===== src/hw/rtl/vas_pkg.sv =====
// ----------------------------------------------------------------------------
// vas_pkg: shared definitions for the visual alignment servo
// constants, operation codes, status codes and controller/datapath structs
// ----------------------------------------------------------------------------
`default_nettype none

package vas_pkg;

  // default sizes
  localparam int ERR_BITS_DEF   = 12;
  localparam int TIMER_BITS_DEF = 16;

  // configuration port
  localparam int CFG_W     = 16;
  localparam int CFG_IDX_W = 3;
  localparam int TOL_W     = 11;
  localparam int SPD_W     = 10;
  localparam int VEL_W     = 11;

  localparam logic [CFG_IDX_W-1:0] REG_TOL     = 3'd0;
  localparam logic [CFG_IDX_W-1:0] REG_DWELL   = 3'd1;
  localparam logic [CFG_IDX_W-1:0] REG_TIMEOUT = 3'd2;
  localparam logic [CFG_IDX_W-1:0] REG_GAIN    = 3'd3;
  localparam logic [CFG_IDX_W-1:0] REG_SPEED   = 3'd4;

  localparam logic [TOL_W-1:0] TOL_RST     = 11'd25;
  localparam logic [CFG_W-1:0] DWELL_RST   = 16'd100;
  localparam logic [CFG_W-1:0] TIMEOUT_RST = 16'd3500;
  localparam logic [CFG_W-1:0] GAIN_RST    = 16'd256;
  localparam logic [SPD_W-1:0] SPEED_RST   = 10'd350;

  // result status codes
  localparam logic [1:0] ST_RUN  = 2'd0;
  localparam logic [1:0] ST_OK   = 2'd1;
  localparam logic [1:0] ST_FAIL = 2'd2;

  // datapath operations, one per controller step
  localparam int OP_W = 3;
  localparam logic [OP_W-1:0] OP_IDLE  = 3'd0;
  localparam logic [OP_W-1:0] OP_SQX   = 3'd1;
  localparam logic [OP_W-1:0] OP_SQY   = 3'd2;
  localparam logic [OP_W-1:0] OP_TOL   = 3'd3;
  localparam logic [OP_W-1:0] OP_GY    = 3'd4;
  localparam logic [OP_W-1:0] OP_GX    = 3'd5;
  localparam logic [OP_W-1:0] OP_SCALE = 3'd6;
  localparam logic [OP_W-1:0] OP_FIN   = 3'd7;

  typedef struct packed {
    logic            load;
    logic [OP_W-1:0] op;
  } dp_cmd_t;

  typedef struct packed {
    logic out_free;
  } dp_stat_t;

endpackage

`default_nettype wire


===== src/hw/rtl/vas_meas_if.sv =====
// ----------------------------------------------------------------------------
// vas_meas_if: measurement request channel
// one control tick: flags, confidence and pixel errors
// ----------------------------------------------------------------------------
`default_nettype none

interface vas_meas_if #(
  parameter int ERR_BITS = vas_pkg::ERR_BITS_DEF
) ();
  logic                       valid;
  logic                       ready;
  logic                       restart;
  logic                       fresh;
  logic                       detected;
  logic [7:0]                 confidence;
  logic signed [ERR_BITS-1:0] err_x;
  logic signed [ERR_BITS-1:0] err_y;

  modport source (
    output valid, restart, fresh, detected, confidence, err_x, err_y,
    input  ready
  );
  modport sink (
    input  valid, restart, fresh, detected, confidence, err_x, err_y,
    output ready
  );
endinterface

`default_nettype wire


===== src/hw/rtl/vas_result_if.sv =====
// ----------------------------------------------------------------------------
// vas_result_if: velocity command channel
// one result request per tick: velocities, status and deadband flag
// ----------------------------------------------------------------------------
`default_nettype none

interface vas_result_if ();
  logic                            valid;
  logic                            ready;
  logic signed [vas_pkg::VEL_W-1:0] vel_x;
  logic signed [vas_pkg::VEL_W-1:0] vel_y;
  logic [1:0]                      status;
  logic                            in_deadband;

  modport source (
    output valid, vel_x, vel_y, status, in_deadband,
    input  ready
  );
  modport sink (
    input  valid, vel_x, vel_y, status, in_deadband,
    output ready
  );
endinterface

`default_nettype wire


===== src/hw/rtl/vas_ctrl.sv =====
// ----------------------------------------------------------------------------
// vas_ctrl: step sequencer
// walks one tick through the shared multiplier steps, the scaling step and the final update
// ----------------------------------------------------------------------------
`default_nettype none

module vas_ctrl (
  input  wire logic              clk,
  input  wire logic              rst,
  input  wire logic              valid,
  output logic                   ready,
  input  wire vas_pkg::dp_stat_t stat,
  output vas_pkg::dp_cmd_t       cmd
);

  localparam logic [2:0] S_IDLE  = 3'd0;
  localparam logic [2:0] S_SQX   = 3'd1;
  localparam logic [2:0] S_SQY   = 3'd2;
  localparam logic [2:0] S_TOL   = 3'd3;
  localparam logic [2:0] S_GY    = 3'd4;
  localparam logic [2:0] S_GX    = 3'd5;
  localparam logic [2:0] S_SCALE = 3'd6;
  localparam logic [2:0] S_FIN   = 3'd7;

  logic [2:0] state;
  logic [2:0] state_next;

  assign ready = (state == S_IDLE);

  always_comb begin
    state_next = state;
    cmd.load   = valid && ready;
    cmd.op     = vas_pkg::OP_IDLE;
    unique case (state)
      S_IDLE: begin
        if (valid) state_next = S_SQX;
      end
      S_SQX: begin
        cmd.op     = vas_pkg::OP_SQX;
        state_next = S_SQY;
      end
      S_SQY: begin
        cmd.op     = vas_pkg::OP_SQY;
        state_next = S_TOL;
      end
      S_TOL: begin
        cmd.op     = vas_pkg::OP_TOL;
        state_next = S_GY;
      end
      S_GY: begin
        cmd.op     = vas_pkg::OP_GY;
        state_next = S_GX;
      end
      S_GX: begin
        cmd.op     = vas_pkg::OP_GX;
        state_next = S_SCALE;
      end
      S_SCALE: begin
        cmd.op     = vas_pkg::OP_SCALE;
        state_next = S_FIN;
      end
      S_FIN: begin
        // hold until the result register can take the new request
        if (stat.out_free) begin
          cmd.op     = vas_pkg::OP_FIN;
          state_next = S_IDLE;
        end
      end
      default: state_next = S_IDLE;
    endcase
  end

  always_ff @(posedge clk) begin
    if (rst) begin
      state <= S_IDLE;
    end else begin
      state <= state_next;
    end
  end

endmodule

`default_nettype wire


===== src/hw/rtl/vas_datapath.sv =====
// ----------------------------------------------------------------------------
// vas_datapath: servo arithmetic and timers
// shared multiplier, scaling, clamping, dwell/timeout logic, result register
// ----------------------------------------------------------------------------
`default_nettype none

module vas_datapath #(
  parameter int ERR_BITS   = vas_pkg::ERR_BITS_DEF,
  parameter int TIMER_BITS = vas_pkg::TIMER_BITS_DEF
) (
  input  wire logic                             clk,
  input  wire logic                             rst,
  input  wire vas_pkg::dp_cmd_t                 cmd,
  output vas_pkg::dp_stat_t                     stat,
  input  wire logic                             cfg_wr_en,
  input  wire logic [vas_pkg::CFG_IDX_W-1:0]    cfg_index,
  input  wire logic [vas_pkg::CFG_W-1:0]        cfg_data,
  input  wire logic                             restart,
  input  wire logic                             fresh,
  input  wire logic                             detected,
  input  wire logic [7:0]                       confidence,
  input  wire logic signed [ERR_BITS-1:0]       err_x,
  input  wire logic signed [ERR_BITS-1:0]       err_y,
  vas_result_if.source                          result
);

  localparam int MUL_W  = vas_pkg::CFG_W;
  localparam int PROD_W = 2 * MUL_W;
  localparam int SQ_W   = 2 * ERR_BITS + 1;
  localparam int TOL2_W = 2 * vas_pkg::TOL_W;
  localparam int CMP_W  = (SQ_W > TOL2_W) ? SQ_W : TOL2_W;
  localparam int TCMP_W = (TIMER_BITS > vas_pkg::CFG_W) ? TIMER_BITS : vas_pkg::CFG_W;
  localparam int SPD_W  = vas_pkg::SPD_W;
  localparam int VEL_W  = vas_pkg::VEL_W;

  localparam logic [TIMER_BITS-1:0] TIMER_MAX = {TIMER_BITS{1'b1}};
  localparam logic [7:0]            CONF_MIN  = 8'd51;
  localparam logic [14:0]           SPLIT_SQ  = 15'd19600;
  localparam logic [SPD_W-1:0]      NEAR_CAP  = 10'd180;
  localparam logic [SPD_W-1:0]      FAR_CAP   = 10'd350;
  localparam logic [SPD_W-1:0]      Q_SAT     = {SPD_W{1'b1}};

  // gain * 2/5 / 256 rounded: ((m + 320) >> 7) / 5, the /5 by reciprocal 205/1024
  // gain * 3/4 / 256 rounded: (3m + 512) >> 10
  function automatic logic [SPD_W-1:0] scale_mag(input logic [PROD_W-1:0] m,
                                                 input logic near);
    logic [PROD_W:0]   tn;
    logic [PROD_W+1:0] tf;
    logic [17:0]       pr;
    logic [SPD_W-1:0]  r;
    tn = {1'b0, m} + (PROD_W+1)'(320);
    tf = {2'b00, m} + {1'b0, m, 1'b0} + (PROD_W+2)'(512);
    pr = 18'(tn[16:7]) * 18'd205;
    if (near) begin
      if (tn[PROD_W:7] >= (PROD_W-6)'(905)) r = Q_SAT;
      else r = SPD_W'(pr[17:10]);
    end else begin
      if (tf[PROD_W+1:10] > (PROD_W-8)'(1023)) r = Q_SAT;
      else r = tf[19:10];
    end
    return r;
  endfunction

  function automatic logic [ERR_BITS-1:0] mag(input logic [ERR_BITS-1:0] e);
    return e[ERR_BITS-1] ? (~e + ERR_BITS'(1)) : e;
  endfunction

  // configuration
  logic [vas_pkg::TOL_W-1:0] pixel_tolerance;
  logic [vas_pkg::CFG_W-1:0] dwell_ticks;
  logic [vas_pkg::CFG_W-1:0] timeout_ticks;
  logic [vas_pkg::CFG_W-1:0] prop_gain;
  logic [SPD_W-1:0]          speed_limit;

  // timers
  logic [TIMER_BITS-1:0] elapsed_count;
  logic                  dwell_active;
  logic [TIMER_BITS-1:0] dwell_count;

  // latched tick
  logic                tick_restart;
  logic                tick_fresh;
  logic                tick_detected;
  logic [7:0]          tick_conf;
  logic [ERR_BITS-1:0] tick_ex;
  logic [ERR_BITS-1:0] tick_ey;

  // working registers
  logic [PROD_W-1:0] prod;
  logic [SQ_W-1:0]   sq;
  logic [TOL2_W-1:0] tol2;
  logic [PROD_W-1:0] m_fwd;
  logic [SPD_W-1:0]  q_fwd;
  logic [SPD_W-1:0]  q_lat;
  logic              near;
  logic              inband;

  logic [MUL_W-1:0]  mul_a;
  logic [MUL_W-1:0]  mul_b;
  logic [PROD_W-1:0] mul_p;

  // final update
  logic [TIMER_BITS-1:0] el;
  logic                  da;
  logic [TIMER_BITS-1:0] dc;
  logic [TIMER_BITS-1:0] dc0;
  logic                  timed_out;
  logic [SPD_W-1:0]      cap_c;
  logic [SPD_W-1:0]      cap;
  logic [SPD_W-1:0]      qf_c;
  logic [SPD_W-1:0]      ql_c;
  logic                  ey_pos;
  logic                  ex_pos;
  logic signed [VEL_W-1:0] vx;
  logic signed [VEL_W-1:0] vy;
  logic [1:0]            st;
  logic                  ib;
  logic                  dwell_active_next;
  logic [TIMER_BITS-1:0] dwell_count_next;
  logic [TIMER_BITS-1:0] elapsed_count_next;

  assign stat.out_free = !result.valid || result.ready;

  always_ff @(posedge clk) begin
    if (rst) begin
      pixel_tolerance <= vas_pkg::TOL_RST;
      dwell_ticks     <= vas_pkg::DWELL_RST;
      timeout_ticks   <= vas_pkg::TIMEOUT_RST;
      prop_gain       <= vas_pkg::GAIN_RST;
      speed_limit     <= vas_pkg::SPEED_RST;
    end else if (cfg_wr_en) begin
      unique case (cfg_index)
        vas_pkg::REG_TOL:     pixel_tolerance <= cfg_data[vas_pkg::TOL_W-1:0];
        vas_pkg::REG_DWELL:   dwell_ticks     <= cfg_data;
        vas_pkg::REG_TIMEOUT: timeout_ticks   <= cfg_data;
        vas_pkg::REG_GAIN:    prop_gain       <= cfg_data;
        vas_pkg::REG_SPEED:   speed_limit     <= cfg_data[SPD_W-1:0];
        default: ;
      endcase
    end
  end

  always_ff @(posedge clk) begin
    if (cmd.load) begin
      tick_restart  <= restart;
      tick_fresh    <= fresh;
      tick_detected <= detected;
      tick_conf     <= confidence;
      tick_ex       <= err_x;
      tick_ey       <= err_y;
    end
  end

  // shared multiplier operand selection
  always_comb begin
    mul_a = '0;
    mul_b = '0;
    unique case (cmd.op)
      vas_pkg::OP_SQX: begin
        mul_a = MUL_W'(mag(tick_ex));
        mul_b = MUL_W'(mag(tick_ex));
      end
      vas_pkg::OP_SQY: begin
        mul_a = MUL_W'(mag(tick_ey));
        mul_b = MUL_W'(mag(tick_ey));
      end
      vas_pkg::OP_TOL: begin
        mul_a = MUL_W'(pixel_tolerance);
        mul_b = MUL_W'(pixel_tolerance);
      end
      vas_pkg::OP_GY: begin
        mul_a = MUL_W'(mag(tick_ey));
        mul_b = prop_gain;
      end
      vas_pkg::OP_GX: begin
        mul_a = MUL_W'(mag(tick_ex));
        mul_b = prop_gain;
      end
      default: ;
    endcase
  end

  assign mul_p = mul_a * mul_b;

  always_ff @(posedge clk) begin
    case (cmd.op)
      vas_pkg::OP_SQX: prod <= mul_p;
      vas_pkg::OP_SQY: begin
        sq   <= SQ_W'(prod);
        prod <= mul_p;
      end
      vas_pkg::OP_TOL: begin
        sq   <= sq + SQ_W'(prod);
        prod <= mul_p;
      end
      vas_pkg::OP_GY: begin
        tol2 <= prod[TOL2_W-1:0];
        prod <= mul_p;
      end
      vas_pkg::OP_GX: begin
        m_fwd <= prod;
        prod  <= mul_p;
      end
      vas_pkg::OP_SCALE: begin
        near   <= CMP_W'(sq) < CMP_W'(SPLIT_SQ);
        inband <= CMP_W'(sq) <= CMP_W'(tol2);
        q_fwd  <= scale_mag(m_fwd, CMP_W'(sq) < CMP_W'(SPLIT_SQ));
        q_lat  <= scale_mag(prod, CMP_W'(sq) < CMP_W'(SPLIT_SQ));
      end
      default: ;
    endcase
  end

  always_comb begin
    el        = tick_restart ? '0 : elapsed_count;
    da        = tick_restart ? 1'b0 : dwell_active;
    dc        = tick_restart ? '0 : dwell_count;
    dc0       = da ? dc : '0;
    timed_out = TCMP_W'(el) > TCMP_W'(timeout_ticks);

    cap_c = near ? NEAR_CAP : FAR_CAP;
    cap   = (speed_limit < cap_c) ? speed_limit : cap_c;
    qf_c  = (q_fwd > cap) ? cap : q_fwd;
    ql_c  = (q_lat > cap) ? cap : q_lat;
    ey_pos = !tick_ey[ERR_BITS-1] && (tick_ey != '0);
    ex_pos = !tick_ex[ERR_BITS-1] && (tick_ex != '0);

    vx = '0;
    vy = '0;
    st = vas_pkg::ST_RUN;
    ib = 1'b0;
    dwell_active_next = 1'b0;
    dwell_count_next  = '0;

    if (!tick_fresh) begin
      if (timed_out) st = vas_pkg::ST_FAIL;
    end else if (!tick_detected || (tick_conf < CONF_MIN)) begin
      // lost target: no timeout check
      st = vas_pkg::ST_RUN;
    end else if (inband) begin
      ib = 1'b1;
      dwell_active_next = 1'b1;
      if (TCMP_W'(dc0) >= TCMP_W'(dwell_ticks)) begin
        st = vas_pkg::ST_OK;
        dwell_count_next = dc0;
      end else begin
        dwell_count_next = (dc0 == TIMER_MAX) ? dc0 : dc0 + TIMER_BITS'(1);
        if (timed_out) st = vas_pkg::ST_FAIL;
      end
    end else if (timed_out) begin
      st = vas_pkg::ST_FAIL;
    end else begin
      vx = ey_pos ? -$signed(VEL_W'(qf_c)) : $signed(VEL_W'(qf_c));
      vy = ex_pos ? -$signed(VEL_W'(ql_c)) : $signed(VEL_W'(ql_c));
    end

    elapsed_count_next = (el == TIMER_MAX) ? el : el + TIMER_BITS'(1);
  end

  always_ff @(posedge clk) begin
    if (rst) begin
      elapsed_count <= '0;
      dwell_active  <= 1'b0;
      dwell_count   <= '0;
    end else if (cmd.op == vas_pkg::OP_FIN) begin
      elapsed_count <= elapsed_count_next;
      dwell_active  <= dwell_active_next;
      dwell_count   <= dwell_count_next;
    end
  end

  always_ff @(posedge clk) begin
    if (rst) begin
      result.valid <= 1'b0;
    end else if (cmd.op == vas_pkg::OP_FIN) begin
      result.valid <= 1'b1;
    end else if (result.ready) begin
      result.valid <= 1'b0;
    end
  end

  always_ff @(posedge clk) begin
    if (cmd.op == vas_pkg::OP_FIN) begin
      result.vel_x       <= vx;
      result.vel_y       <= vy;
      result.status      <= st;
      result.in_deadband <= ib;
    end
  end

endmodule

`default_nettype wire


===== src/hw/rtl/visual_align_servo.sv =====
// ----------------------------------------------------------------------------
// visual_align_servo: proportional visual servo with deadband and dwell
// turns per-tick pixel errors into crossed, negated velocity commands
// ----------------------------------------------------------------------------
//
//  channel   kind              direction  contents
//  meas      valid/ready       in         restart, fresh, detected, confidence,
//                                         err_x, err_y
//  result    valid/ready       out        vel_x, vel_y, status, in_deadband
//  cfg       write strobe      in         cfg_wr_en, cfg_index, cfg_data
//
//  one tick passes through the accept step, five steps on the single shared
//  16x16 multiplier (two squares, tolerance squared, two gain products), a
//  scaling step and a final timer/result update
//  the result register parts the two sides: the next tick is taken and worked
//  on while the previous result waits; only the final step waits for a free
//  result register
//  synchronous reset loads the register reset values, clears the timers and
//  empties the result register
//
`default_nettype none

module visual_align_servo #(
  parameter int ERR_BITS   = vas_pkg::ERR_BITS_DEF,
  parameter int TIMER_BITS = vas_pkg::TIMER_BITS_DEF
) (
  input  wire logic                          clk,
  input  wire logic                          rst,
  vas_meas_if.sink                           meas,
  vas_result_if.source                       result,
  input  wire logic                          cfg_wr_en,
  input  wire logic [vas_pkg::CFG_IDX_W-1:0] cfg_index,
  input  wire logic [vas_pkg::CFG_W-1:0]     cfg_data
);

  // sequencer to datapath commands and back
  vas_pkg::dp_cmd_t  cmd;
  vas_pkg::dp_stat_t stat;
  logic              ctl_ready;

  // a request is taken only while the sequencer is idle
  assign meas.ready = ctl_ready;

  vas_ctrl u_ctrl (
    .clk   (clk),
    .rst   (rst),
    .valid (meas.valid),
    .ready (ctl_ready),
    .stat  (stat),
    .cmd   (cmd)
  );

  // arithmetic, timers, configuration and the result register
  vas_datapath #(
    .ERR_BITS   (ERR_BITS),
    .TIMER_BITS (TIMER_BITS)
  ) u_datapath (
    .clk        (clk),
    .rst        (rst),
    .cmd        (cmd),
    .stat       (stat),
    .cfg_wr_en  (cfg_wr_en),
    .cfg_index  (cfg_index),
    .cfg_data   (cfg_data),
    .restart    (meas.restart),
    .fresh      (meas.fresh),
    .detected   (meas.detected),
    .confidence (meas.confidence),
    .err_x      (meas.err_x),
    .err_y      (meas.err_y),
    .result     (result)
  );

`ifndef SYNTHESIS
  // the final step always leaves a result request behind
  assert property (@(posedge clk) disable iff (rst)
    (cmd.op == vas_pkg::OP_FIN) |=> result.valid)
    else $error("final step did not load the result register");

  // a new tick is never taken while an earlier one is still in the datapath
  assert property (@(posedge clk) disable iff (rst)
    meas.ready |-> (cmd.op == vas_pkg::OP_IDLE))
    else $error("input accepted while a step is in progress");

  // inside the deadband the command is always a stop
  assert property (@(posedge clk) disable iff (rst)
    (result.valid && result.in_deadband) |-> (result.vel_x == '0 && result.vel_y == '0))
    else $error("non-zero velocity inside the deadband");

  // status carries only the three defined codes
  assert property (@(posedge clk) disable iff (rst)
    result.valid |-> (result.status == vas_pkg::ST_RUN ||
                      result.status == vas_pkg::ST_OK ||
                      result.status == vas_pkg::ST_FAIL))
    else $error("undefined status code");
`endif

endmodule

`default_nettype wire


===== src/flat_wrapper.sv =====
// flat-port wrapper written by rule: the top's interface ports become plain ports
module visual_align_servo_flat 
#(
  parameter int ERR_BITS   = vas_pkg::ERR_BITS_DEF,
  parameter int TIMER_BITS = vas_pkg::TIMER_BITS_DEF
)
  (clk, rst, cfg_wr_en, cfg_index, cfg_data, meas_valid, meas_restart, meas_fresh, meas_detected, meas_confidence, meas_err_x, meas_err_y, meas_ready, result_valid, result_vel_x, result_vel_y, result_status, result_in_deadband, result_ready);
  vas_meas_if #(.ERR_BITS(ERR_BITS)) meas_i ();
  vas_result_if result_i ();
  input  wire logic clk;
  input  wire logic rst;
  input  wire logic cfg_wr_en;
  input  wire logic [vas_pkg::CFG_IDX_W-1:0] cfg_index;
  input  wire logic [vas_pkg::CFG_W-1:0] cfg_data;
  input wire logic [$bits(meas_i.valid)-1:0] meas_valid;
  input wire logic [$bits(meas_i.restart)-1:0] meas_restart;
  input wire logic [$bits(meas_i.fresh)-1:0] meas_fresh;
  input wire logic [$bits(meas_i.detected)-1:0] meas_detected;
  input wire logic [$bits(meas_i.confidence)-1:0] meas_confidence;
  input wire logic [$bits(meas_i.err_x)-1:0] meas_err_x;
  input wire logic [$bits(meas_i.err_y)-1:0] meas_err_y;
  output wire logic [$bits(meas_i.ready)-1:0] meas_ready;
  output wire logic [$bits(result_i.valid)-1:0] result_valid;
  output wire logic [$bits(result_i.vel_x)-1:0] result_vel_x;
  output wire logic [$bits(result_i.vel_y)-1:0] result_vel_y;
  output wire logic [$bits(result_i.status)-1:0] result_status;
  output wire logic [$bits(result_i.in_deadband)-1:0] result_in_deadband;
  input wire logic [$bits(result_i.ready)-1:0] result_ready;
  assign meas_i.valid = meas_valid;
  assign meas_i.restart = meas_restart;
  assign meas_i.fresh = meas_fresh;
  assign meas_i.detected = meas_detected;
  assign meas_i.confidence = meas_confidence;
  assign meas_i.err_x = meas_err_x;
  assign meas_i.err_y = meas_err_y;
  assign meas_ready = meas_i.ready;
  assign result_valid = result_i.valid;
  assign result_vel_x = result_i.vel_x;
  assign result_vel_y = result_i.vel_y;
  assign result_status = result_i.status;
  assign result_in_deadband = result_i.in_deadband;
  assign result_i.ready = result_ready;
  visual_align_servo #(.ERR_BITS(ERR_BITS), .TIMER_BITS(TIMER_BITS)) u_core (.clk(clk), .rst(rst), .meas(meas_i), .result(result_i), .cfg_wr_en(cfg_wr_en), .cfg_index(cfg_index), .cfg_data(cfg_data));
endmodule

===== config.mk =====
export PLATFORM = sky130hd
export DESIGN_NAME = visual_align_servo_flat
export DESIGN_NICKNAME = d
export VERILOG_FILES = /design/src/hw/rtl/vas_pkg.sv /design/src/hw/rtl/vas_meas_if.sv /design/src/hw/rtl/vas_result_if.sv /design/src/hw/rtl/vas_ctrl.sv /design/src/hw/rtl/vas_datapath.sv /design/src/hw/rtl/visual_align_servo.sv /design/src/flat_wrapper.sv
export SDC_FILE = /design/constraint.sdc
export NUM_CORES = 1
export LEC_CHECK = 0
export BUFFER_PORTS_ARGS = -buffer_cell sky130_fd_sc_hd__buf_2
export CAP_MARGIN = 20
export CORE_MARGIN = 2
export CORE_UTILIZATION = 40
export DETAILED_ROUTE_END_ITERATION = 12
export HOLD_SLACK_MARGIN = 0.02
export PLACE_DENSITY = 0.6
export SLEW_MARGIN = 5
export SYNTH_ARGS = -nofsm -noshare
export SYNTH_HDL_FRONTEND = slang
export SYNTH_SLANG_ARGS = --single-unit

===== constraint.sdc =====
create_clock -name clk -period 17.1 [get_ports clk]
set_clock_uncertainty 0.2 [all_clocks]
set_input_delay 3.42 -clock clk [delete_from_list [all_inputs] [get_ports clk]]
set_output_delay 3.42 -clock clk [all_outputs]
set_load 0.02 [all_outputs]

== Word-level counts from Yosys, hierarchy flattened ==
Cells that the tools add are included.
Storage, ports and cells
  input port bits: 59
  register bits: 299
Cells by class
  mux-type cells: 42
  reductions and logical operators: 28
  multiply operators: 3
  bitwise operators: 5
  add/subtract/negate cells: 13
  equal/unequal tests: 22
  $lt $le $gt $ge: 12
Operators with widths (count)
  $mux W16: 9
  $mux W10: 11
  $add A32 B33 Y34: 2
  $add A34 B10 Y34 const B: 2
  $add A32 B9 Y33 const B: 2
  $pmux W16 S4: 1
  $ge A26 B10 Y1 const B: 2
  $pmux W25 S2: 1
  $gt A24 B10 Y1 const B: 2
  $mul A10 B8 Y18 const B: 2
  $pmux W12 S3: 1
  $add A16 B1 Y16 const B: 2
  $eq A16 B16 Y1 const B: 2
  $mul A16 B16 Y32: 1
  $eq A3 B3 Y1 const B: 9
  $add A25 B25 Y25: 1
  $le A25 B22 Y1: 1
  $lt A25 B15 Y1 const B: 1
  $add A12 B1 Y12 const B: 2
  $mux W12: 2
  $not A12 Y12: 2
  $pmux W3 S8: 1
  $reduce_bool A12 Y1: 2
  $neg A10 Y11: 2
  24 further kinds: 62

== Depth between registers and ports, before layout ==
Gate-level depths: netlist (run 1).
  depth in word-level cells: 8
  gate-level depth with buffers: 31

== Modules after synthesis ==
Synthesis (run 1) repeated with hierarchy kept, for this count alone.
Unflattened totals
  cells, all modules: 3153
  area, all modules: 28532.4 sq um
By module, submodules not included
  vas_datapath: instances 1, area each 28339.7 sq um, cells each 3132, sequential area each 7737.4 sq um
  vas_ctrl: instances 1, area each 192.7 sq um, cells each 21, sequential area each 60.1 sq um

== Worst setup path before layout (run 1) ==
OpenSTA, ideal clock, no wires.
  path type: reg-to-reg
  start point: register u_core.u_ctrl.state[2]
  end point: register u_core.u_datapath.prod[27] (data pin)
  path buffers: 3
  setup slack: 9264 ps
  setup time: 258 ps
  arrival: 7378 ps
  cell stages (with the launch flop): 26
  required time: 16642 ps
  cell sequence: dfxtp_1 clkbuf_1 nor2b_1 clkbuf_1 nor2b_1 a221o_1 clkbuf_1 nand2_1 fa_1 inv_1 fa_1 fa_1 fa_1 inv_1 fa_1 inv_1 ha_1 a21o_1 a21oi_1 nor2_1 a211oi_1 a31o_2 o211a_1 o21bai_1 a21oi_1 xnor2_1
On the way
  word-level cells in the longest chain between the ends: 6
  elaborated cells on any way between the ends: 19
RTL lines
  start: declaration: line vas_ctrl.sv:25  | logic [2:0] state;
  start signal: assignment: line vas_ctrl.sv:77  | state <= state_next;
  $eq A3 B3 Y1 (tied with other cells): line vas_ctrl.sv:34  | unique case (state)
  $pmux W3 S7 *: line vas_ctrl.sv:34
  $eq A3 B3 Y1 (tied with other cells): line vas_datapath.sv:158  | unique case (cmd.op)
  $reduce_or A2 Y1 (no source line)
  $pmux W16 S4 / $pmux W12 S3 (equally long branches): line vas_datapath.sv:158
  $mul A16 B16 Y32 *: line vas_datapath.sv:183  | assign mul_p = mul_a * mul_b;
  named net u_core.u_datapath.mul_p[27]: line vas_datapath.sv:100  | logic [PROD_W-1:0] mul_p;
  end signal: assignment: line vas_datapath.sv:187  | vas_pkg::OP_SQX: prod <= mul_p;
  end signal: assignment: line vas_datapath.sv:190  | prod <= mul_p;
  end signal: assignment: line vas_datapath.sv:194  | prod <= mul_p;
  end: declaration: line vas_datapath.sv:89  | logic [PROD_W-1:0] prod;
The timed path passes the listed nets; every way through them passes the cells marked *.
A chain may end at the register's enable or synchronous reset.

== Worst setup path in the final report (run 1) ==
  start point: register u_core.u_datapath.tick_ey[3]
  end point: register u_core.u_datapath.prod[27] (data pin)
On the way
  word-level cells in the longest chain between the ends: 5
  elaborated cells on any way between the ends: 6
RTL lines
  start: declaration: line vas_datapath.sv:86  | logic [ERR_BITS-1:0] tick_ey;
  start signal: assignment: line vas_datapath.sv:150  | tick_ey <= err_y;
  $not A12 Y12: line vas_datapath.sv:65  | return e[ERR_BITS-1] ? (~e + ERR_BITS'(1)) : e;
  $add A12 B1 Y12: line vas_datapath.sv:65
  $mux W12 *: line vas_datapath.sv:65
  $pmux W16 S4 / $pmux W12 S3 (equally long branches): line vas_datapath.sv:158
  $mul A16 B16 Y32 *: line vas_datapath.sv:183
  named net u_core.u_datapath.mul_p[27]: line vas_datapath.sv:100
Marked as above.

==> results of run 1 <==
==> state kept, by name (all words and copies together) (netlist names), 11 cells and up <==
register / cells
u_core.u_datapath.dwell_count: 16
u_core.u_datapath.dwell_ticks: 16
u_core.u_datapath.elapsed_count: 16
u_core.u_datapath.m_fwd: 30
u_core.u_datapath.pixel_tolerance: 11
u_core.u_datapath.prod: 30
u_core.u_datapath.prop_gain: 16
u_core.u_datapath.result.vel_x: 11
u_core.u_datapath.result.vel_y: 11
u_core.u_datapath.sq: 25
u_core.u_datapath.tick_ex: 12
u_core.u_datapath.tick_ey: 12
u_core.u_datapath.timeout_ticks: 16
u_core.u_datapath.tol2: 22
==> through the flow <==
| stage | util [%] | power, W |
|---|---|---|
| 2_1_floorplan | - | 0.00232 |
| 6_report | 44.4 | 0.00355 |
| 4_1_cts | 44.4 | 0.00359 |
| 3_3_place_gp | 42.6 | 0.00272 |
| 5_1_grt | 44.4 | 0.00387 |
| 3_5_place_dp | 42.6 | 0.00274 |
==> cell usage in the layout, fill, tap and decap left out, drive strengths merged, types with 12 or more instances in the layout <==
| cell | Yosys | final |
|---|---|---|
| ha | 409 | 409 |
| nand2 | 404 | 404 |
| inv | 365 | 367 |
| edfxtp | 189 | 189 |
| a21oi | 187 | 187 |
| nor2 | 178 | 178 |
| o21ai | 178 | 178 |
| fa | 176 | 176 |
| buf | 9 | 116 |
| dfxtp | 106 | 106 |
| xnor2 | 97 | 97 |
| and2 | 75 | 75 |
| nor2b | 65 | 65 |
| a21o | 61 | 61 |
| nand3 | 56 | 56 |
| xor2 | 52 | 52 |
| clkbuf | 92 | 52 |
| nor3 | 50 | 50 |
| nand4 | 41 | 41 |
| nand2b | 35 | 35 |
| mux2i | 32 | 32 |
| and3 | 32 | 32 |
| a211oi | 29 | 29 |
| o21a | 29 | 29 |
| o31ai | 28 | 28 |
| nand3b | 24 | 24 |
| a31oi | 20 | 20 |
| a22oi | 19 | 19 |
| o211ai | 16 | 16 |
| nor4 | 16 | 16 |
| or2 | 14 | 14 |
| or3 | 14 | 14 |
| clkinv | 2 | 12 |
==> routing by layer <==
layer,track usage [%],up-vias,wire length [um]
met5,0,-,0
met4,5.31,0,1800
met3,2.54,109,2900
met2,30.2,403,31800
met1,28.0,10700,35300
li1,-,11300,-
==> power groups by stage <==
stage	registers, W	clock network [W]	logic (W)
floorplan	0.000870	0	0.00145
global placement	0.000901	0	0.00182
detailed placement	0.000902	0	0.00183
CTS	0.000887	0.000855	0.00185
global route	0.000894	0.000886	0.00209
finish	0.000888	0.000837	0.00183
==> final cells by class <==
cell class | instances | area, um2 | area share [%]
Tap cell | 950 | 1190 | 3.73
Timing Repair Buffer | 116 | 658 | 2.06
Clock inverter | 16 | 221 | 0.695
Inverter | 367 | 1380 | 4.32
Multi-Input combinational cell | 2472 | 19500 | 61.3
Sequential cell | 295 | 7800 | 24.5
Clock buffer | 52 | 1100 | 3.45
==> worst paths after layout <==
kind / startpoint / endpoint / slack (ns) / cells after the start
max: u_core.u_datapath.tick_ey[3] / u_core.u_datapath.prod[27] / 9.05 / 25
min: u_core.u_datapath.timeout_ticks[6] / u_core.u_datapath.timeout_ticks[6] / 0.25 / 2
max reg2reg: u_core.u_datapath.tick_ey[3] / u_core.u_datapath.prod[27] / 9.05 / 25
min reg2reg: u_core.u_datapath.timeout_ticks[6] / u_core.u_datapath.timeout_ticks[6] / 0.25 / 2
==> tightest hold or removal path, cell delays in order, from the launching register on <==
cell                      delay [ns]
sky130_fd_sc_hd__dfxtp_1        0.31
sky130_fd_sc_hd__nand2_1        0.05
sky130_fd_sc_hd__a21oi_1        0.05
==> cell families (layout without fill, tap and decap cells) <==
logic type	after synthesis	in the layout
AO/OA/AOI/OAI	665	665
XOR/XNOR	149	149
adder cells (fa/ha/maj)	585	585
buffers and inverters	468	551
flip-flops	295	295
multiplexers	42	42
other	1	2
AND/OR/NAND/NOR	1029	1029
==> impl_results.html, run 1 <==
<table>
<tr><th>Metric</th><th>Value</th></tr>
<tr><th colspan="2">Yosys</th></tr>
<tr><td>EDFF count, synth</td><td>189</td></tr>
<tr><td>Number of synthesized register bits</td><td>295</td></tr>
<tr><td>Simple-Gate Fraction of Synth Area</td><td>17.1%</td></tr>
<tr><td>Instance count of the mapped netlist</td><td>3234</td></tr>
<tr><td>Main area contributors after synthesis</td><td>sky130_fd_sc_hd__edfxtp_1 20%, sky130_fd_sc_hd__ha_1 18%, sky130_fd_sc_hd__fa_1 12%</td></tr>
<tr><td>Mapped Avg Cell Area</td><td>8.98 um2</td></tr>
<tr><td>Number of distinct standard cells referenced by the synthesized netlist</td><td>76</td></tr>
<tr><td>Sequential cell area fraction in the yosys report</td><td>26.8%</td></tr>
<tr><td>Share of flip-flops with an asynchronous set or reset</td><td>0%</td></tr>
<tr><td>Main flop type after synthesis</td><td>sky130_fd_sc_hd__edfxtp_1</td></tr>
<tr><td>Yosys synthesis warning count</td><td>0</td></tr>
<tr><td>Main combinational cell family by area after synthesis</td><td>adder cells</td></tr>
<tr><td>Most used standard cell by instance count after synthesis</td><td>sky130_fd_sc_hd__ha_1</td></tr>
<tr><td>Commonest cells post-synth</td><td>409 x sky130_fd_sc_hd__ha_1, 404 x sky130_fd_sc_hd__nand2_1, 365 x sky130_fd_sc_hd__inv_1</td></tr>
<tr><td>Compound-Gate Fraction of Synth Area</td><td>14.3%</td></tr>
<tr><td>Share of the synthesized area in the top cell type</td><td>19.5%</td></tr>
<tr><td>Adder-cell share of the synthesized area</td><td>29.7%</td></tr>
<tr><td>Proportion of synthesized area in mux cells</td><td>1.49%</td></tr>
<tr><td>Post-synthesis xor/xnor area fraction</td><td>4.49%</td></tr>
<tr><td>Total standard cell area after synthesis</td><td>0.0291 mm2</td></tr>
<tr><td>Cell accounting for the most synthesized area</td><td>sky130_fd_sc_hd__edfxtp_1</td></tr>
<tr><th colspan="2">Place</th></tr>
<tr><td>Inst Count DP</td><td>4200</td></tr>
<tr><td>Routability congestion estimate from global placement</td><td>0.849</td></tr>
<tr><td>Number of port buffers</td><td>85</td></tr>
<tr><td>Post-placement worst setup slack</td><td>9.03 ns</td></tr>
<tr><td>Final HPWL from detailed placement</td><td>56900 um</td></tr>
<tr><td>Placed cell area</td><td>0.0306 mm2</td></tr>
<tr><th colspan="2">Global route</th></tr>
<tr><td>Pin count of the biggest net entering global routing</td><td>97</td></tr>
<tr><td>Antenna violations before repair</td><td>0</td></tr>
<tr><td>Vias in the first global route</td><td>22000</td></tr>
<tr><td>Combined global-route utilization of all metal layers</td><td>19.3%</td></tr>
<tr><td>First-pass GRT wire length</td><td>117000 um</td></tr>
<tr><td>Grt total ovfl</td><td>0</td></tr>
<tr><th colspan="2">Floorplanning</th></tr>
<tr><td>Full die area</td><td>0.0748 mm2</td></tr>
<tr><td>Core area</td><td>0.0717 mm2</td></tr>
<tr><td>Count of standard-cell rows</td><td>98</td></tr>
<tr><td>Height of the die</td><td>274 um</td></tr>
<tr><td>Width of the chip</td><td>274 um</td></tr>
<tr><td>Number of placed I/O pins</td><td>86</td></tr>
<tr><td>Effective utilization at floorplan</td><td>40.5%</td></tr>
<tr><th colspan="2">STA</th></tr>
<tr><td>Hold Violations, Final</td><td>0</td></tr>
<tr><td>Final worst path period share</td><td>47.1%</td></tr>
<tr><td>Worst slew margin</td><td>22.7%</td></tr>
<tr><td>Slew @ Worst Pin</td><td>1.16 ns</td></tr>
<tr><td>Final critical-path required period</td><td>8.05 ns</td></tr>
<tr><td>Aggregate negative setup slack</td><td>0 ns</td></tr>
<tr><td>Achievable clock frequency</td><td>0.124 GHz</td></tr>
<tr><td>Setup repair after global routing missed its margin</td><td>no</td></tr>
<tr><td>Pins Over Slew Limit</td><td>0</td></tr>
<tr><td>Worst hold margin</td><td>0.252 ns</td></tr>
<tr><td>Setup ws final</td><td>9.05 ns</td></tr>
<tr><td>Final setup violation count</td><td>0</td></tr>
<tr><th colspan="2">Setup path</th></tr>
<tr><td>Buffer and inverter count on the worst path</td><td>3</td></tr>
<tr><td>Cell repeated most along the worst path</td><td>sky130_fd_sc_hd__fa_1</td></tr>
<tr><td>Worst Setup Start Kind</td><td>register</td></tr>
<tr><td>Crit path largest cell delay</td><td>0.82 ns</td></tr>
<tr><td>CP top delay family</td><td>adder cells</td></tr>
<tr><td>Peak fanout along the critical path</td><td>14</td></tr>
<tr><td>Crit end category</td><td>register</td></tr>
<tr><td>Worst-path cell with the longest stage delay</td><td>sky130_fd_sc_hd__o22ai_1</td></tr>
<tr><td>Worst setup path category</td><td>reg -&gt; reg</td></tr>
<tr><td>Arr. time, crit path</td><td>8.14 ns</td></tr>
<tr><td>Data required, critical path</td><td>17.18 ns</td></tr>
<tr><th colspan="2">Drt</th></tr>
<tr><td>Post-detailed-route DRC marker count</td><td>0</td></tr>
<tr><td>Routed Wire Length</td><td>71800 um</td></tr>
<tr><td>Number of detailed-route iterations in the first pass</td><td>7</td></tr>
<tr><td>Via/cell ratio</td><td>5.28</td></tr>
<tr><td>Detailed-route via count</td><td>22600</td></tr>
<tr><td>Count of nets left with antenna violations after detail routing</td><td>0</td></tr>
<tr><td>Wire length per cell</td><td>16.8 um</td></tr>
<tr><td>Iteration-0 DRC count of the detailed router</td><td>1568</td></tr>
<tr><th colspan="2">Clock tree</th></tr>
<tr><td>Clock latency on the worst-skew pair</td><td>0.56 ns</td></tr>
<tr><td>Buffer type at the clock tree root</td><td>sky130_fd_sc_hd__clkbuf_16</td></tr>
<tr><td>Bufs on Longest Clock Path</td><td>3</td></tr>
<tr><td>Post-CTS Resized</td><td>0</td></tr>
<tr><td>Count of hold buffers inserted by post-cts repair</td><td>0</td></tr>
<tr><td>Number of clock buffers inserted by TritonCTS</td><td>37</td></tr>
<tr><td>H-tree lvl count</td><td>2</td></tr>
<tr><td>CTS tree</td><td>yes</td></tr>
<tr><td>Clock transition at the registers of the reported paths</td><td>0.06 ns</td></tr>
<tr><td>Count of clock tree sinks</td><td>295</td></tr>
<tr><td>Setup repair bufs after CTS</td><td>0</td></tr>
<tr><th colspan="2">Layout</th></tr>
<tr><td># diodes</td><td>0</td></tr>
<tr><td>Area Growth Syn to Fin</td><td>9.69%</td></tr>
<tr><td>Count of placed standard cells in the final layout, fillers left out</td><td>4268</td></tr>
<tr><td>Fraction of final layout cells sized beyond drive strength 1</td><td>6.57%</td></tr>
<tr><td>Net count, final</td><td>3933</td></tr>
<tr><td>Total of fill cells in the finished design</td><td>7025</td></tr>
<tr><td>Final design area excluding fillers</td><td>0.0319 mm2</td></tr>
<tr><th colspan="2">Power and ir drop</th></tr>
<tr><td>Leakage Power</td><td>14.3 nW</td></tr>
<tr><td>Power share of the sequential group</td><td>25.0%</td></tr>
<tr><td>Internal Power</td><td>0.00213 W</td></tr>
<tr><td>Sw Pwr</td><td>0.00142 W</td></tr>
<tr><td>Combinational fraction of design power</td><td>51.4%</td></tr>
<tr><td>Net Sw Frac</td><td>39.9%</td></tr>
<tr><td>Largest vdd supply drop</td><td>0.163 mV</td></tr>
<tr><td>Clock network fraction of design power</td><td>23.6%</td></tr>
<tr><td>Power density over the cells</td><td>111 mW/mm2</td></tr>
<tr><th colspan="2">Status</th></tr>
<tr><td>Result of the run</td><td>completed</td></tr>
<tr><th colspan="2">Flow run</th></tr>
<tr><td>Maximum Capacitance Violations</td><td>0</td></tr>
<tr><th colspan="2">Hold path</th></tr>
<tr><td>Kind of path behind the tightest hold check</td><td>reg -&gt; reg</td></tr>
</table>
(Power assumes the default switching activity.)
==> inputs of run 2 (changes only) <==
PLACE_DENSITY = 0.62   (was 0.6)
clock period = 7.28 ns   (was 17.1 ns; I/O delays follow)
==> run 2 against run 1 <==
  * Sequential share of layout area down 0.51 points
  * Power up 140%
  * Count of clock-buffer cells in the layout down 5
  * Maximum frequency up 11%
  * Via count up 1.9%
  * Register-to-register slack worse by 9.0 ns
  * Global-route usage about the same
  * Worst setup slack worse by 9.0 ns
  * Die area unchanged
  * Design area up 2.1%
  * Worst hold slack worse by 0.0055 ns
  * Critical path type unchanged
==> impl_results.html, run 2 (synthesis results as in run 1) <==
<table>
<tr><th>Metric</th><th>Value</th></tr>
<tr><th colspan="2">Layout</th></tr>
<tr><td>Net count, final</td><td>4002 (was 3933)</td></tr>
<tr><td>Top flop regs</td><td>u_core.u_datapath.m_fwd (30), u_core.u_datapath.prod (30), u_core.u_datapath.sq (25) (unchanged)</td></tr>
<tr><td>Area of the multi-input gates</td><td>0.0198 mm2 (was 0.0195 mm2)</td></tr>
<tr><td>Commonest cells after routing, fill and taps aside</td><td>402 x sky130_fd_sc_hd__nand2_1, 402 x sky130_fd_sc_hd__ha_1, 359 x sky130_fd_sc_hd__inv_1, 189 x sky130_fd_sc_hd__edfxtp_1, 183 x sky130_fd_sc_hd__a21oi_1 (was 409 x sky130_fd_sc_hd__ha_1, 404 x sky130_fd_sc_hd__nand2_1, 365 x sky130_fd_sc_hd__inv_1, 189 x sky130_fd_sc_hd__edfxtp_1, 185 x sky130_fd_sc_hd__a21oi_1)</td></tr>
<tr><td>Fraction of final layout cells sized beyond drive strength 1</td><td>9.69% (was 6.57%)</td></tr>
<tr><td># diodes</td><td>0 (unchanged)</td></tr>
<tr><td>Count of placed standard cells in the final layout, fillers left out</td><td>4334 (was 4268)</td></tr>
<tr><td>Area Growth Syn to Fin</td><td>12.0% (was 9.69%)</td></tr>
<tr><td>Storage cell area</td><td>0.00780 mm2 (unchanged)</td></tr>
<tr><td>Total of fill cells in the finished design</td><td>6953 (was 7025)</td></tr>
<tr><th colspan="2">Drt</th></tr>
<tr><td>Routed Wire Length</td><td>73200 um (was 71800 um)</td></tr>
<tr><td>Wire length per cell</td><td>16.9 um (was 16.8 um)</td></tr>
<tr><td>Number of detailed-route iterations in the first pass</td><td>5 (was 7)</td></tr>
<tr><td>Post-detailed-route DRC marker count</td><td>0 (unchanged)</td></tr>
<tr><td>Via/cell ratio</td><td>5.30 (was 5.28)</td></tr>
<tr><td>Count of nets left with antenna violations after detail routing</td><td>0 (unchanged)</td></tr>
<tr><td>Detailed-route via count</td><td>23000 (was 22600)</td></tr>
<tr><td>Iteration-0 DRC count of the detailed router</td><td>1452 (was 1568)</td></tr>
<tr><th colspan="2">Clock tree</th></tr>
<tr><td>Number of clock buffers inserted by TritonCTS</td><td>36 (was 37)</td></tr>
<tr><td>CTS tree</td><td>yes (unchanged)</td></tr>
<tr><td>H-tree lvl count</td><td>2 (unchanged)</td></tr>
<tr><td>Clock transition at the registers of the reported paths</td><td>0.06 ns (about the same)</td></tr>
<tr><td>Clock latency on the worst-skew pair</td><td>0.56 ns (about the same)</td></tr>
<tr><td>Count of hold buffers inserted by post-cts repair</td><td>0 (unchanged)</td></tr>
<tr><td>Count of clock tree sinks</td><td>295 (unchanged)</td></tr>
<tr><td>Buffer type at the clock tree root</td><td>sky130_fd_sc_hd__clkbuf_16 (unchanged)</td></tr>
<tr><td>Bufs on Longest Clock Path</td><td>3 (unchanged)</td></tr>
<tr><th colspan="2">Global route</th></tr>
<tr><td>Pin count of the biggest net entering global routing</td><td>57 (was 97)</td></tr>
<tr><td>Grt total ovfl</td><td>0 (unchanged)</td></tr>
<tr><td>Combined global-route utilization of all metal layers</td><td>19.4% (was 19.3%)</td></tr>
<tr><td>Vias in the first global route</td><td>22400 (was 22000)</td></tr>
<tr><td>Met3 Track Usage GR</td><td>2.46% (was 2.54%)</td></tr>
<tr><td>First-pass GRT wire length</td><td>117000 um (about the same)</td></tr>
<tr><td>Global routing usage on met1</td><td>26.9% (was 28.0%)</td></tr>
<tr><td>Layer carrying the most global-route usage</td><td>met2 (unchanged)</td></tr>
<tr><td>Fraction of met2 tracks used by global routing</td><td>32.2% (was 30.2%)</td></tr>
<tr><td>Antenna violations before repair</td><td>0 (unchanged)</td></tr>
<tr><th colspan="2">Setup path</th></tr>
<tr><td>Worst Setup Start Kind</td><td>register (unchanged)</td></tr>
<tr><td>Peak fanout along the critical path</td><td>3 (was 14)</td></tr>
<tr><td>Crit end category</td><td>register (unchanged)</td></tr>
<tr><td>Data required, critical path</td><td>7.36 ns (was 17.18 ns)</td></tr>
<tr><td>Capture instance of the worst register-to-register path</td><td>u_core.u_datapath.prod[27] (unchanged)</td></tr>
<tr><td>Launch point of the critical path</td><td>u_core.u_datapath.tick_ey[3] (unchanged)</td></tr>
<tr><td>Path depth of the worst reg2reg path</td><td>25 (unchanged)</td></tr>
<tr><td>Arr. time, crit path</td><td>7.31 ns (was 8.14 ns)</td></tr>
<tr><td>Flop2flop setup slack</td><td>0.05 ns (was 9.05 ns)</td></tr>
<tr><td>Worst setup path category</td><td>reg -&gt; reg (unchanged)</td></tr>
<tr><td>Worst reg2reg startpoint</td><td>u_core.u_datapath.tick_ey[3] (unchanged)</td></tr>
<tr><th colspan="2">STA</th></tr>
<tr><td>Final setup violation count</td><td>0 (unchanged)</td></tr>
<tr><td>Setup repair after global routing missed its margin</td><td>yes (was no)</td></tr>
<tr><td>Slew @ Worst Pin</td><td>1.03 ns (was 1.16 ns)</td></tr>
<tr><td>Worst hold margin</td><td>0.247 ns (was 0.252 ns)</td></tr>
<tr><td>Achievable clock frequency</td><td>0.138 GHz (was 0.124 GHz)</td></tr>
<tr><td>Hold Violations, Final</td><td>0 (unchanged)</td></tr>
<tr><td>Final worst path period share</td><td>99.3% (was 47.1%)</td></tr>
<tr><td>Pins Over Slew Limit</td><td>0 (unchanged)</td></tr>
<tr><td>Worst slew margin</td><td>31.3% (was 22.7%)</td></tr>
<tr><td>Final critical-path required period</td><td>7.23 ns (was 8.05 ns)</td></tr>
<tr><th colspan="2">Power and ir drop</th></tr>
<tr><td>Net Sw Frac</td><td>40.3% (was 39.9%)</td></tr>
<tr><td>Power density over the cells</td><td>258 mW/mm2 (was 111 mW/mm2)</td></tr>
<tr><td>Internal Power</td><td>0.00500 W (was 0.00213 W)</td></tr>
<tr><td>Combinational fraction of design power</td><td>53.6% (was 51.4%)</td></tr>
<tr><td>Clock network fraction of design power</td><td>21.6% (was 23.6%)</td></tr>
<tr><td>Power share of the sequential group</td><td>24.8% (was 25.0%)</td></tr>
<tr><td>Sw Pwr</td><td>0.00338 W (was 0.00142 W)</td></tr>
<tr><td>Largest vdd supply drop</td><td>0.346 mV (was 0.163 mV)</td></tr>
<tr><td>Leakage Power</td><td>14.6 nW (was 14.3 nW)</td></tr>
<tr><th colspan="2">Place</th></tr>
<tr><td>Number of port buffers</td><td>85 (unchanged)</td></tr>
<tr><td>Final HPWL from detailed placement</td><td>58000 um (was 56900 um)</td></tr>
<tr><td>Inst Count DP</td><td>4251 (was 4200)</td></tr>
<tr><td>Routability congestion estimate from global placement</td><td>0.887 (was 0.849)</td></tr>
<tr><th colspan="2">Flow run</th></tr>
<tr><td>Maximum Capacitance Violations</td><td>0 (unchanged)</td></tr>
<tr><th colspan="2">Floorplanning</th></tr>
<tr><td>Count of standard-cell rows</td><td>98 (unchanged)</td></tr>
<tr><td>Effective utilization at floorplan</td><td>40.5% (unchanged)</td></tr>
<tr><td>Full die area</td><td>0.0748 mm2 (unchanged)</td></tr>
<tr><td>Width of the chip</td><td>274 um (unchanged)</td></tr>
<tr><td>Core area</td><td>0.0717 mm2 (unchanged)</td></tr>
<tr><td>Number of placed I/O pins</td><td>86 (unchanged)</td></tr>
<tr><td>Height of the die</td><td>274 um (unchanged)</td></tr>
<tr><th colspan="2">Hold path</th></tr>
<tr><td>Kind of path behind the tightest hold check</td><td>reg -&gt; reg (unchanged)</td></tr>
<tr><td>Hold-critical path endpoint</td><td>u_core.u_datapath.dwell_active (was u_core.u_datapath.timeout_ticks[6])</td></tr>
<tr><td>Hold path depth</td><td>2 (unchanged)</td></tr>
<tr><td>Startpoint of the worst hold path</td><td>u_core.u_datapath.dwell_active (was u_core.u_datapath.timeout_ticks[6])</td></tr>
<tr><th colspan="2">Status</th></tr>
<tr><td>Result of the run</td><td>completed (unchanged)</td></tr>
</table>
-- run 2: cell types whose count changed in the layout (fill, tap and decap cells not counted), moves of 6 or more --
cell / previous run / this run
sky130_fd_sc_hd__o21ai_0: 177 / 170
sky130_fd_sc_hd__ha_1: 409 / 402
sky130_fd_sc_hd__inv_1: 365 / 359
sky130_fd_sc_hd__inv_2: 0 / 6
sky130_fd_sc_hd__buf_4: 31 / 97
sky130_fd_sc_hd__ha_4: 0 / 6
-- run 2: through the flow --
step / cell area [um2] / setup TNS, ns / total power (W) / utilization [%] / worst slack [ns]
floorplan: 29100 / 0 / 0.00545 / - / 0.0150
global placement: 30900 / -0.415 / 0.00648 / 43.1 / -0.152
detailed placement: 30900 / -0.740 / 0.00655 / 43.1 / -0.201
CTS: 32200 / 0 / 0.00840 / 44.9 / 0.00798
global route: 32500 / -1.07 / 0.00921 / 45.4 / -0.198
finish: 32500 / 0 / 0.00838 / 45.4 / 0.0508
-- run 2: power groups by stage --
| stage | clock [W] | sequential, W | combinational [W] |
|---|---|---|---|
| 6_report | 0.00181 | 0.00208 | 0.00450 |
| 3_5_place_dp | 0 | 0.00211 | 0.00444 |
| 2_1_floorplan | 0 | 0.00204 | 0.00340 |
| 3_3_place_gp | 0 | 0.00211 | 0.00438 |
| 4_1_cts | 0.00184 | 0.00207 | 0.00449 |
| 5_1_grt | 0.00190 | 0.00209 | 0.00522 |
-- run 2: repair_timing --
| item | in CTS | in global routing |
|---|---|---|
| setup endpoints to repair | 7 | 13 |
| resized for setup | 13 | 49 |
| setup buffers | 5 | 14 |
| pin swaps | 38 | 53 |
-- run 2: worst max path at each step --
stage                                      end  slack [ns]  cells past startpoint
floorplan           u_core.u_datapath.prod[27]        0.01                     27
global placement    u_core.u_datapath.prod[27]       -0.15                     25
detailed placement  u_core.u_datapath.prod[27]       -0.20                     25
CTS                 u_core.u_datapath.prod[27]       0.008                     24
global route        u_core.u_datapath.prod[26]       -0.20                     24
finish              u_core.u_datapath.prod[27]        0.05                     25
-- run 2: critical path, stage by stage, from the launching register on --
cell and delay (ns):
sky130_fd_sc_hd__edfxtp_1 0.38, sky130_fd_sc_hd__or4_4 0.54, sky130_fd_sc_hd__or3_4 0.36, sky130_fd_sc_hd__o31ai_4 0.21, sky130_fd_sc_hd__xnor2_2 0.10, sky130_fd_sc_hd__mux2_4 0.28, sky130_fd_sc_hd__a221o_1 0.41, sky130_fd_sc_hd__buf_6 0.14
sky130_fd_sc_hd__and2_4 0.13, sky130_fd_sc_hd__fa_2 0.42, sky130_fd_sc_hd__fa_1 0.60, sky130_fd_sc_hd__fa_2 0.45, sky130_fd_sc_hd__fa_1 0.57, sky130_fd_sc_hd__inv_2 0.04, sky130_fd_sc_hd__fa_1 0.47, sky130_fd_sc_hd__inv_1 0.05
sky130_fd_sc_hd__ha_2 0.17, sky130_fd_sc_hd__a21o_1 0.16, sky130_fd_sc_hd__a21oi_2 0.19, sky130_fd_sc_hd__nor2_1 0.09, sky130_fd_sc_hd__a211oi_2 0.25, sky130_fd_sc_hd__a31o_4 0.23, sky130_fd_sc_hd__o211a_4 0.18, sky130_fd_sc_hd__o21bai_1 0.06
sky130_fd_sc_hd__a21oi_1 0.17, sky130_fd_sc_hd__xnor2_1 0.09
-- run 2: layer usage --
layer / vias to the layer above / share of wire, % / routed length (um)
li1: 11500 / - / -
met1: 11000 / 47 / 34600
met2: 426 / 46 / 33900
met3: 101 / 4.4 / 3240
met4: 0 / 2.1 / 1530
met5: - / 0 / 0
-- run 2: final cells by class --
cell class                      instances  share of cell area, %
Clock inverter                         17                  0.496
Inverter                              367                   4.23
Timing Repair Buffer                  186                   3.69
Tap cell                              950                   3.65
Clock buffer                           47                   3.09
Sequential cell                       295                   24.0
Multi-Input combinational cell       2472                   60.9
